[src/sv/ugbt_pkg.sv]
package ugbt_pkg;

    localparam int MAX_CELLS      = 4096;
    localparam int SLOTS_PER_CELL = 16;
    localparam int ITEM_BITS      = 16;
    localparam int CELL_BITS      = $clog2(MAX_CELLS);
    localparam int SLOT_BITS      = $clog2(SLOTS_PER_CELL);
    localparam int FILL_BITS      = $clog2(SLOTS_PER_CELL + 1);

    localparam logic [2:0] CMD_LOCATE    = 3'd0;
    localparam logic [2:0] CMD_INSERT    = 3'd1;
    localparam logic [2:0] CMD_QUERY     = 3'd2;
    localparam logic [2:0] CMD_CLEAR_ALL = 3'd3;
    localparam logic [2:0] CMD_CLEAR     = 3'd4;
    localparam logic [2:0] CMD_NEIGHBOUR = 3'd5;

    localparam logic [1:0] ST_OK    = 2'd0;
    localparam logic [1:0] ST_RANGE = 2'd1;
    localparam logic [1:0] ST_FULL  = 2'd2;

    localparam logic [1:0] REG_ROW_LENGTH = 2'd0;
    localparam logic [1:0] REG_ROW_COUNT  = 2'd1;
    localparam logic [1:0] REG_EDGE_SIZE  = 2'd2;

    typedef struct packed {
        logic [2:0]         command;
        logic signed [15:0] pos_x;
        logic signed [15:0] pos_y;
        logic [11:0]        cell_id;
        logic [15:0]        item_id;
        logic [2:0]         neighbour_select;
    } cmd_word_t;

    typedef struct packed {
        logic [11:0] cell_out;
        logic        cell_valid;
        logic [1:0]  status;
        logic        occupied;
    } result_word_t;

    // Divider control between sequencer and shared divider.
    typedef struct packed {
        logic        start;
        logic [15:0] dividend;
        logic [15:0] divisor;
    } div_req_t;

    typedef struct packed {
        logic        done;
        logic [15:0] quotient;
        logic [15:0] remainder;
    } div_rsp_t;

endpackage

[src/sv/ugbt_divider.sv]
module ugbt_divider
    import ugbt_pkg::*;
(
    input  logic     clk,
    input  logic     rst_n,
    input  div_req_t req,
    output div_rsp_t rsp
);

    logic [15:0] quo_reg;
    logic [15:0] rem_reg;
    logic [15:0] dsr_reg;
    logic [4:0]  cnt_reg;
    logic        busy_reg;
    logic        done_reg;
    logic [16:0] trial;

    // One restoring step per cycle: shift in a dividend bit, subtract if it fits.
    assign trial = {rem_reg, quo_reg[15]};

    always_ff @(posedge clk or negedge rst_n)
    begin
        if (!rst_n)
        begin
            busy_reg <= 1'b0;
            done_reg <= 1'b0;
            cnt_reg  <= '0;
        end
        else
        begin
            done_reg <= 1'b0;
            if (req.start)
            begin
                busy_reg <= 1'b1;
                cnt_reg  <= 5'd16;
            end
            else if (busy_reg)
            begin
                cnt_reg <= cnt_reg - 5'd1;
                if (cnt_reg == 5'd1)
                begin
                    busy_reg <= 1'b0;
                    done_reg <= 1'b1;
                end
            end
        end
    end

    always_ff @(posedge clk)
    begin
        if (req.start)
        begin
            quo_reg <= req.dividend;
            rem_reg <= '0;
            dsr_reg <= req.divisor;
        end
        else if (busy_reg)
        begin
            if (trial >= {1'b0, dsr_reg})
            begin
                rem_reg <= 16'(trial - {1'b0, dsr_reg});
                quo_reg <= {quo_reg[14:0], 1'b1};
            end
            else
            begin
                rem_reg <= trial[15:0];
                quo_reg <= {quo_reg[14:0], 1'b0};
            end
        end
    end

    assign rsp.done      = done_reg;
    assign rsp.quotient  = quo_reg;
    assign rsp.remainder = rem_reg;

endmodule

[config.mk]
export PLATFORM = sky130hd
export DESIGN_NAME = ugbt_divider
export DESIGN_NICKNAME = d
export VERILOG_FILES = /design/src/sv/ugbt_pkg.sv /design/src/sv/ugbt_divider.sv
export SDC_FILE = /design/constraint.sdc
export NUM_CORES = 1
export LEC_CHECK = 0
export BUFFER_PORTS_ARGS = -buffer_cell sky130_fd_sc_hd__buf_2
export CAP_MARGIN = 10
export CORE_UTILIZATION = 55
export DETAILED_ROUTE_END_ITERATION = 10
export PLACE_DENSITY = 0.87
export SLEW_MARGIN = 20
export SYNTH_ARGS = -nofsm -noshare
export SYNTH_HDL_FRONTEND = slang
export SYNTH_SLANG_ARGS = --single-unit
[constraint.sdc]
create_clock -name clk -period 2.6 [get_ports clk]
set_clock_uncertainty 0.2 [all_clocks]
set_input_delay 0.52 -clock clk [delete_from_list [all_inputs] [get_ports clk]]
set_output_delay 0.52 -clock clk [all_outputs]
set_load 0.02 [all_outputs]
# --- Word level (Yosys, flattened, before mapping) ---
# Cells that the tools add are included.
totals:
  register_bits: 55
  output_inout_bits: 33
classes:
  n_addsub: 2
  magnitude_cmp: 1
  n_eq_ne: 1
  muxes: 12
  n_reduce_logical: 1
op_table:
  columns: ["cell", "n"]
  rows:
  - ["$mux 16", 3]
  - ["$ge 17x16->1", 1]
  - ["$sub 16x16->16", 1]
  - ["$mux 5", 2]
  - ["$mux 1", 7]
  - ["$eq 5x1->1 const B", 1]
  - ["$sub 5x1->5 const B", 1]
  - ["$reduce_bool 2->1", 1]

# --- Logic depth before layout (Yosys ltp) ---
# Gate-level depths: netlist of run 1.
logic_depth:
  ltp_word: 4
  ltp_mapped: 10
  depth_no_buf: 9

# --- Worst setup path after synthesis of run 1 ---
# OpenSTA, ideal clock, no wires.
synth_timing:
  path_kind: "register -> register"
  startpoint: "register rem_reg[9]"
  endpoint: "register quo_reg[0], data pin"
  setup_time_ns: 0.260
  arrival_time_ns: 2.067
  setup_slack_ns: 0.074
  stages_incl_launch_ff: 9
  synth_period_minus_slack_ns: 2.526
  cell_sequence: "dfxtp_1 > ha_1 > buf_2 > a21oi_2 > o21ai_0 > a31oi_1 > a31oi_4 > buf_4 > mux2_2"
synth_between:
  elab_chain_cells: 4
synth_rtl:
  columns: ["item", "line", "source"]
  rows:
  - ["start, declared", "ugbt_divider.sv:11", "logic [15:0] rem_reg;"]
  - ["start signal, assigned", "ugbt_divider.sv:61", "rem_reg <= 16'(trial - {1'b0, dsr_reg});"]
  - ["start signal, assigned", "ugbt_divider.sv:66", "rem_reg <= trial[15:0];"]
  - ["$ge 17x16->1", "ugbt_divider.sv:59", "if (trial >= {1'b0, dsr_reg})"]
  - ["$mux 1", "ugbt_divider.sv:59", null]
  - ["$mux 16", "ugbt_divider.sv:57", "else if (busy_reg)"]
  - ["$mux 16", "ugbt_divider.sv:51", "if (req.start)"]
  - ["end signal, assigned", "ugbt_divider.sv:53", "quo_reg <= req.dividend;"]
  - ["end signal, assigned", "ugbt_divider.sv:62", "quo_reg <= {quo_reg[14:0], 1'b1};"]
  - ["end signal, assigned", "ugbt_divider.sv:67", "quo_reg <= {quo_reg[14:0], 1'b0};"]
  - ["end, declared", "ugbt_divider.sv:10", "logic [15:0] quo_reg;"]
# No other way between the ends. The select of a mux whose other input is x is not followed.
# A chain may end at the register's enable or synchronous reset.

# --- Worst setup path after layout of run 1 ---
layout_timing:
  startpoint: "register rem_reg[7]"
  endpoint: "register rem_reg[0]"
layout_between:
  elab_chain_cells: 2
layout_rtl:
  columns: ["item", "line"]
  rows:
  - ["$ge 17x16->1", "ugbt_divider.sv:59"]
  - ["$mux 16", "ugbt_divider.sv:59"]
# No other way between the ends.

==> metrics, run 1 <==
outcome finished, final reports clean; Seq/Total Area, Yosys 45.66%; Vias per Instance 5.613; post-synth top area share 30.13%; post-synthesis register bit count 55; top_reg_cell synth edfxtp_1; type of the worst min-delay path input pin to flop; crit-path max FO 5; Antenna Nets Post-Route 0; async set-reset flop share out of synthesis 12.73%; Max stage delay on crit path 420 ps; syn_nets 358; Die Area 0.006107 mm2; clock network power share 22.7%; synth warn 0; P_sw 704.9 uW; Antenna diodes 0; largest net degree at the start of global routing 22; clk buf depth 2; chip height 78.15 um; Final Hold Fails 0; total of max-cap violations 0; WL per Instance 15.64 um; Worst Setup Start Kind flop; Max Slew Vio Count 0; drt pass-1 iters 4; Tcrit/Tclk final 95.51%; total track usage 25.28%; RSZ-0062 raised after global routing no; share of cells above drive strength 1 33.16%; gr ovfl total 0; met1 Track Usage GR 33.41%; # clock sinks 55; Final Cell Area 0.003824 mm2; initial drt markers 206; Sw Share 32.04%; synthesized area 0.003189 mm2; synth unique cells 56; Die Width 78.15 um; Reg-to-Reg Start rem_reg[7]; setup tns final 0 ps; Starting Density 57.57%; Port Buffer Count 67; Reg power frac 50.2%; H-tree Lvls 2; number of synthesized flops with an enable pin 32; CP max-delay cell ha_1; routability-driven placement congestion ratio 0.9376; Slew @ Worst Pin 630.4 ps; min-delay src req[7]; Worst-Skew Late Latency 310 ps; Int Power 1.495 mW; vias in the first global route 2,508; Syn Inst Count 304; GR peak layer met2; cell taking the most area after synthesis edfxtp_1; nets 436; Slew headroom 57.93%; initial antenna violation count 0; final setup vio count 0; GR Util met2 41.75%; Worst Hold Endpoint dsr_reg[7]; R2R Setup Slk 120 ps; hold depth 1; Setup crit end kind flop; minimum clock period 2483 ps; Required @ worst endpoint 2650 ps; Crit Path Class flop to flop; Synth Area per Inst 10.49 um2; Post-Place Cell Area 0.003685 mm2; Worst EP arrival 2530 ps; placement row count 27; r2r endpoint rem_reg[0]; hpwl dp 5305 um; post-CTS setup buffers 0; # DRC 0; Peak Freq 402.7 MHz; static leakage 1.690 nW; Layout area overhead 19.89%; met3 global-route usage 4.302%; part of the power in combinational logic 27.0%; worst reg2reg path depth 7; core area 0.005540 mm2; cell breakdown of the critical path ha_1, nand4_4, nor4_4, a2111oi_4, a31oi_4, mux2_1, a211oi_2; first-pass GRT wire length 11,970 um; VDD IR max 0.3760 mV; Via Count 2,554; kind of cell adding the most delay to the critical path compound AO/OA/AOI/OAI gates; Buf/Inv on CP 0; top cells by area, synth edfxtp_1 30%, dfxtp_1 10%, ha_1 7.1%, mux2_2 5.6%, dfrtp_1 5.5%; Clock transition at path regs 110 ps; Root Buffer clkbuf_8; top-level port count 68; Pwr per Cell Area 575.4 mW/mm2; crit path launch rem_reg[7]; Post-Route WL 7115 um; TritonCTS buffer count 5; TritonCTS clock tree built
[stage by stage]
stage / setup slack, ps / power [mW] / cells / util (%) / hold WS [ps]
floorplan: 73.51 / 1.515 / 304 / - / 24.41
CTS: 60.96 / 2.194 / 455 / 68.43 / 169.8
global route: 3.554 / 2.311 / 455 / 69.02 / 163.6
finish: 116.8 / 2.200 / 455 / 69.02 / 172.4
global placement: 134.8 / 1.685 / 446 / 66.51 / 159.6
detailed placement: 79.83 / 1.704 / 446 / 66.51 / 161.1
[cell usage in the layout (no fill, tap or decap), types with 7 or more instances in the layout]
cell      instances
buf_4            17
nand2_1          32
ha_1             15
xnor2_1          10
o21ai_0          16
edfxtp_1         32
nor2_1           16
mux2i_1           8
inv_1            22
buf_2            67
mux2_2           16
a21oi_1          16
dfrtp_1           7
dfxtp_1          16
[worst register-to-register path, delay by kind of cell (launching register included)]
family	cells	cell delay (ps)
muxes	1	380
AOI/OAI and AO/OA	3	550
DFF	1	360
adders and majority gates	1	420
and+or+nand+nor	2	500
[routing by layer]
| metal | vias to the layer above | share of wire (%) |
|---|---|---|
| li1 | 1255 | - |
| met1 | 1195 | 44 |
| met2 | 85 | 47 |
| met3 | 19 | 5.4 |
| met4 | 0 | 3.2 |
| met5 | - | 0 |
[worst max-delay path by stage]
stage | to | slack, ps | depth (start not counted)
2_1_floorplan | quo_reg[0] | 70 | 8
3_3_place_gp | rem_reg[0] | 130 | 8
3_5_place_dp | rem_reg[12] | 80 | 8
4_1_cts | rem_reg[12] | 60 | 9
5_1_grt | rem_reg[12] | 4 | 8
6_report | rem_reg[0] | 120 | 7
[repair_timing]
item / CTS / global route
hold buffers: 1 / 0
setup endpoints to repair: 0 / 16
gates resized for setup: 0 / 9
hold endpoints to repair: 7 / 0
[power by group through the flow]
stage	Clock [mW]	Sequential (mW)	Combinational [mW]
floorplan	0	1.17	0.346
global placement	0	1.12	0.568
detailed placement	0	1.12	0.582
CTS	0.501	1.11	0.588
global route	0.540	1.12	0.652
finish	0.500	1.11	0.595
[kinds of logic (layout without fill, tap and decap cells)]
kind of cell | count (synthesis) | after routing | share of synthesized area, %
xor gates and xnor gates | 14 | 14 | 3.844
and+or+nand+nor | 80 | 80 | 12.99
DFF | 55 | 55 | 45.67
muxes | 25 | 25 | 8.513
buffers and inverters | 37 | 116 | 5.021
AOI/OAI and AO/OA | 74 | 74 | 16.28
adders and majority gates | 19 | 19 | 7.689
[cell type report]
class / count / area [um2]
fillers: 430 / 1717
multi-input cells: 212 / 1605
clock inverters: 3 / 27.53
well taps: 72 / 90.09
inverters: 22 / 82.58
repair buffers: 86 / 493.0
clock buffers: 5 / 68.82
flip-flops and latches: 55 / 1456
[cell usage after synthesis (all sizes together), types with 2 or more instances]
| library cell | count |
|---|---|
| o31ai | 2 |
| o21ai | 18 |
| nor2b | 3 |
| dfxtp | 16 |
| nand4 | 4 |
| mux2i | 8 |
| edfxtp | 32 |
| or3 | 3 |
| clkbuf | 5 |
| a21o | 6 |
| nor4b | 2 |
| o311ai | 2 |
| xnor2 | 10 |
| ha | 18 |
| a211oi | 6 |
| nand2 | 32 |
| o21a | 3 |
| inv | 22 |
| a31oi | 2 |
| mux2 | 17 |
| o211ai | 3 |
| dfrtp | 7 |
| buf | 10 |
| nor3 | 5 |
| a21oi | 18 |
| nor2 | 16 |
| a211o | 2 |
| a31o | 2 |
| xor2 | 4 |
| o2bb2a | 2 |
| or2 | 2 |
| nand2b | 5 |
| nand3 | 4 |
(Power assumes the default switching activity.)
==> run 2, diff against run 1 <==
==> constraint.sdc (replaced) <==
create_clock -name clk -period 2.6 [get_ports clk]
set_clock_uncertainty 0.2 [all_clocks]
set_input_delay 0.52 -clock clk [delete_from_list [all_inputs] [get_ports clk]]
set_output_delay 0.52 -clock clk [all_outputs]
set_load 0.1 [all_outputs]
==> metrics, run 2 (same netlist as run 1, synthesis figures left out) <==
leading cell type in the layout, fill and taps excluded buf_2; Port Buffer Count 67 (unchanged); Tcrit/Tclk final 96.08% (+0.57 points); Root Buffer clkbuf_8; filler instances 438 (+1.9%); total of max-cap violations 0 (unchanged); outcome finished, final reports clean; FF+latch area 0.001478 mm2 (+1.5%); cell breakdown of the critical path inv_1, ha_1, nand4_4, nor4_4, a2111oi_4, a31oi_4, mux2_1, a211oi_2; Max Slew Vio Count 0 (unchanged); Pwr per Cell Area 659.0 mW/mm2 (+15%); WL per Instance 16.18 um (+3.5%); total track usage 25.88% (+0.60 points); TritonCTS buffer count 5 (unchanged); nets 431 (-1.1%); drt pass-1 iters 4 (unchanged); Via Count 2,518 (-1.4%); Required @ worst endpoint 2640 ps (about the same); vias in the first global route 2,575 (+2.7%); gr ovfl total 0 (unchanged); core area 0.005540 mm2 (unchanged); initial drt markers 115 (-44%); # clock sinks 55 (unchanged); most frequent cells in the layout 67 x buf_2, 32 x edfxtp_1, 31 x nand2_1, 21 x inv_1; Slew headroom 57.77% (-0.15 points); total design power 2.537 mW (+15%); Antenna diodes 0 (unchanged); Starting Density 57.57% (unchanged); Buf/Inv on CP 1 (+1); Post-Place Cell Area 0.003722 mm2 (+1.0%); VDD IR max 0.4840 mV (+29%); Worst EP arrival 2540 ps (about the same); Peak Freq 400.3 MHz (-0.59%); setup tns final 0 ps (unchanged); Final Hold Fails 0 (unchanged); placement row count 27 (unchanged); Die Area 0.006107 mm2 (unchanged); post-CTS setup buffers 0 (unchanged); area of the multi-input gates 0.001657 mm2 (+3.2%); top-level port count 68 (unchanged); Clock transition at path regs 120 ps (about the same); Max stage delay on crit path 420 ps (about the same); Vias per Instance 5.596 (-0.31%); share of cells above drive strength 1 38.36% (+5.2 points); Layout area overhead 20.71%; RSZ-0062 raised after global routing no; Slew @ Worst Pin 632.7 ps (+2.305 ps); static leakage 1.686 nW (-0.21%); chip height 78.15 um (unchanged); crit-path max FO 6 (+1); Final Cell Area 0.003850 mm2 (+0.69%); H-tree Lvls 2 (unchanged); Post-Route WL 7280 um (+2.3%); Post-Route Utilization 69.49% (+0.47 points); Crit Path Class flop to flop; final setup vio count 0 (unchanged); Die Width 78.15 um (unchanged); TritonCTS clock tree built; first-pass GRT wire length 12,120 um (+1.2%); hpwl dp 5567 um (+4.9%); Worst Setup Start Kind flop; kind of cell adding the most delay to the critical path simple AND/OR/NAND/NOR gates; minimum clock period 2498 ps (+14.85 ps); Worst-Skew Late Latency 330 ps (+20 ps); routability-driven placement congestion ratio 0.8966 (-4.4%); largest net degree at the start of global routing 27 (+23%); clk buf depth 2 (unchanged); Setup crit end kind flop; initial antenna violation count 0 (unchanged); CP max-delay cell ha_1; # DRC 0 (unchanged); Antenna Nets Post-Route 0 (unchanged); type of the worst min-delay path input pin to flop
-- run 2: cell count changes in the layout (fill, tap and decap cells not counted), sizes merged --
cell,previous run,this run
inv,23,24
clkinvlp,1,0
buf,85,80
-- run 2: per-stage QoR --
stage | hold WS [ps] | std cells | setup slack (ps)
floorplan | 24.41 | 304 | -190.1
global placement | 159.6 | 441 | 80.20
detailed placement | 167.4 | 441 | 47.50
CTS | 150.6 | 450 | 48.78
global route | 151.4 | 450 | 2.375
finish | 154.6 | 450 | 101.9
-- run 2: path summary, 6_finish.rpt --
check / depth (start not counted) / end / startpoint / slack (ps)
worst max-delay path: 8 / rem_reg[0] / dsr_reg[7] / 100
worst min-delay path: 1 / dsr_reg[6] / req[6] / 150
worst max register to register: 8 / rem_reg[0] / dsr_reg[7] / 100
worst min register to register: 2 / rem_reg[3] / rem_reg[3] / 300
max in group asynchronous: 2 / busy_reg / rst_n / 1680
min in group asynchronous: 2 / cnt_reg[0] / rst_n / 350
-- run 2: cell type report --
type / instances / share of cell area, %
Timing Repair Buffer: 81 / 11.50
Sequential cell: 55 / 38.38
Inverter: 22 / 2.145
Multi-Input combinational cell: 212 / 43.03
Clock inverter: 3 / 0.8125
Tap cell: 72 / 2.340
Clock buffer: 5 / 1.787
-- run 2: timing repair --
action | CTS | global route
gates resized for setup | 1 | 5
hold buffers | 1 | 0
pin swaps | 0 | 0
hold endpoints to repair | 7 | 0
endpoints found under the setup margin | 1 | 14
-- run 2: layer usage --
layer / track usage, % / vias up / share of wire, %
met3: 4.884 / 16 / 5.8
met4: 12.41 / 0 / 2.7
li1: - / 1245 / -
met2: 42.19 / 79 / 48
met5: 0 / - / 0
met1: 33.11 / 1178 / 44
-- run 2: power breakdown --
group | switching (mW) | internal [mW]
logic | 0.648 | 0.256
clock network | 0.322 | 0.206
registers | 0.0698 | 1.04
==> run 3, diff against run 2 <==
--- a/config.mk
+++ b/config.mk
@@ -7,9 +7,11 @@
 export LEC_CHECK = 0
 export BUFFER_PORTS_ARGS = -buffer_cell sky130_fd_sc_hd__buf_2
 export CAP_MARGIN = 10
-export CORE_UTILIZATION = 55
+export CELL_PAD_IN_SITES_DETAIL_PLACEMENT = 2
+export CELL_PAD_IN_SITES_GLOBAL_PLACEMENT = 2
+export CORE_UTILIZATION = 34
 export DETAILED_ROUTE_END_ITERATION = 10
-export PLACE_DENSITY = 0.87
+export PLACE_DENSITY = 0.86
 export SLEW_MARGIN = 20
 export SYNTH_ARGS = -nofsm -noshare
 export SYNTH_HDL_FRONTEND = slang
==> metrics, run 3 (same netlist as run 1, synthesis figures left out) <==
top-level port count 68 (unchanged); clk buf depth 2 (unchanged); TritonCTS clock tree built; # clock sinks 55 (unchanged); total track usage 22.97% (-2.9 points); leading cell type in the layout, fill and taps excluded buf_2; Worst Setup Start Kind flop; static leakage 1.750 nW (+3.8%); drt pass-1 iters 4 (unchanged); first-pass GRT wire length 16,880 um (+39%); Pwr per Cell Area 644.1 mW/mm2 (-2.3%); crit-path max FO 14 (+8); chip height 98.85 um (+26%); WL per Instance 22.26 um (+38%); TritonCTS buffer count 5 (unchanged); Antenna diodes 0 (unchanged); total design power 2.662 mW (+4.9%); GR Util met2 40.94% (-1.3 points); failing checks setup timing; filler instances 926 (+110%); fin cells 500 (+11%); routability-driven placement congestion ratio 0.8372 (-6.6%); Required @ worst endpoint 2620 ps (-20 ps); Via Count 2,711 (+7.7%); Die Width 98.85 um (+26%); H-tree Lvls 2 (unchanged); Max Slew Vio Count 0 (unchanged); # DRC 0 (unchanged); Final Cell Area 0.004133 mm2 (+7.3%); gr ovfl total 0 (unchanged); Starting Density 35.87% (-22 points); most frequent cells in the layout 67 x buf_2, 32 x edfxtp_1, 31 x nand2_1, 26 x buf_4, 21 x inv_1; initial drt markers 70 (-39%); Crit Path Class flop to flop; worst reg2reg path depth 9 (+1); Layout area overhead 29.58%; final setup vio count 1 (+1); core area 0.008891 mm2 (+60%); Crit path depth 9 (+1); Die Area 0.009771 mm2 (+60%); Antenna Nets Post-Route 0 (unchanged); share of cells above drive strength 1 44.13% (+5.8 points); total of max-cap violations 0 (unchanged); type of the worst min-delay path input pin to flop; outcome complete, but fails checks; Clock transition at path regs 120 ps (about the same); vias in the first global route 3,067 (+19%); initial antenna violation count 0 (unchanged); Cells after DPL 487 (+10%); Final Hold Fails 0 (unchanged); VDD IR max 0.3547 mV (-27%); Tcrit/Tclk final 100.2% (+4.2 points); Post-Route WL 11,130 um (+53%); cell breakdown of the critical path inv_1, ha_4, nand4_4, nor4_4, a2111oi_4, a31oi_4, buf_12, mux2i_1, a211oi_2; nets 445 (+3.2%); Max stage delay on crit path 380 ps (-40 ps); hold depth 1 (unchanged); CP max-delay cell nor4_4; Root Buffer clkbuf_8; Post-Route Utilization 46.48% (-23 points); Slew headroom 56.89% (-0.89 points); met1 Track Usage GR 26.57% (-6.5 points); Worst-Skew Late Latency 340 ps (about the same); Port Buffer Count 67 (unchanged); largest net degree at the start of global routing 19 (-30%); Setup crit end kind flop; minimum clock period 2606 ps (+107.9 ps); hpwl dp 8093 um (+45%); kind of cell adding the most delay to the critical path simple AND/OR/NAND/NOR gates; Post-Place Cell Area 0.003855 mm2 (+3.6%); met3 global-route usage 4.184% (-0.70 points); GR peak layer met2; Slew @ Worst Pin 646.0 ps (+13.30 ps); Worst EP arrival 2620 ps (+80 ps); Peak Freq 383.7 MHz (-4.1%); placement row count 34 (+26%); final hold slack 152.0 ps (-2.618 ps); Buf/Inv on CP 2 (+1); Vias per Instance 5.422 (-3.1%); PnR worst setup slack -6.045 ps (-107.9 ps)
==> run 3: cell types whose count changed in the layout (fill, tap and decap cells not counted), sizes merged <==
cell	change
buf	+14
==> run 3: repair_timing <==
item                                   in CTS  in global routing
buffers inserted                            1                  3
hold buffers                                1                  0
pin swaps                                   2                  8
gates resized for setup                    12                 16
setup endpoints to repair                   3                 14
endpoints found under the hold margin       7                  0
==> run 3: report_power, final <==
| part | switching, mW | internal, mW | total, mW |
|---|---|---|---|
| Combinational | 0.711 | 0.304 | 1.01 |
| Sequential | 0.0775 | 1.04 | 1.11 |
| Clock | 0.339 | 0.195 | 0.534 |
==> run 3: path summary, 6_finish.rpt <==
path | slack (ps) | to | startpoint
max | -6 | rem_reg[7] | dsr_reg[6]
min | 150 | dsr_reg[11] | req[11]
max reg2reg | -6 | rem_reg[7] | dsr_reg[6]
min reg2reg | 300 | rem_reg[3] | rem_reg[3]
max in group asynchronous | 1700 | cnt_reg[2] | rst_n
min in group asynchronous | 350 | cnt_reg[0] | rst_n
==> run 3: layer usage <==
metal | wire length (um) | part of all wire [%]
met2 | 5777 | 52
met3 | 382 | 3.4
met5 | 0 | 0
met1 | 4727 | 42
met4 | 242 | 2.2
==> run 3: through the flow <==
stage / TNS, ps / worst slack, ps
after global routing: -80.58 / -66.45
after global placement: 0 / 52.86
final: -6.045 / -6.045
after CTS: 0 / 0.1585
after floorplan: -1519 / -190.1
after detailed placement: -65.92 / -62.00
==> run 3: layout make-up <==
class | instances | area (um2) | share of cell area [%]
inverters | 22 | 82.58 | 1.998
clock inverters | 3 | 21.27 | 0.5147
repair buffers | 95 | 560.5 | 13.56
multi-input cells | 212 | 1787 | 43.23
well taps | 108 | 135.1 | 3.270
flip-flops and latches | 55 | 1478 | 35.76
clock buffers | 5 | 68.82 | 1.665
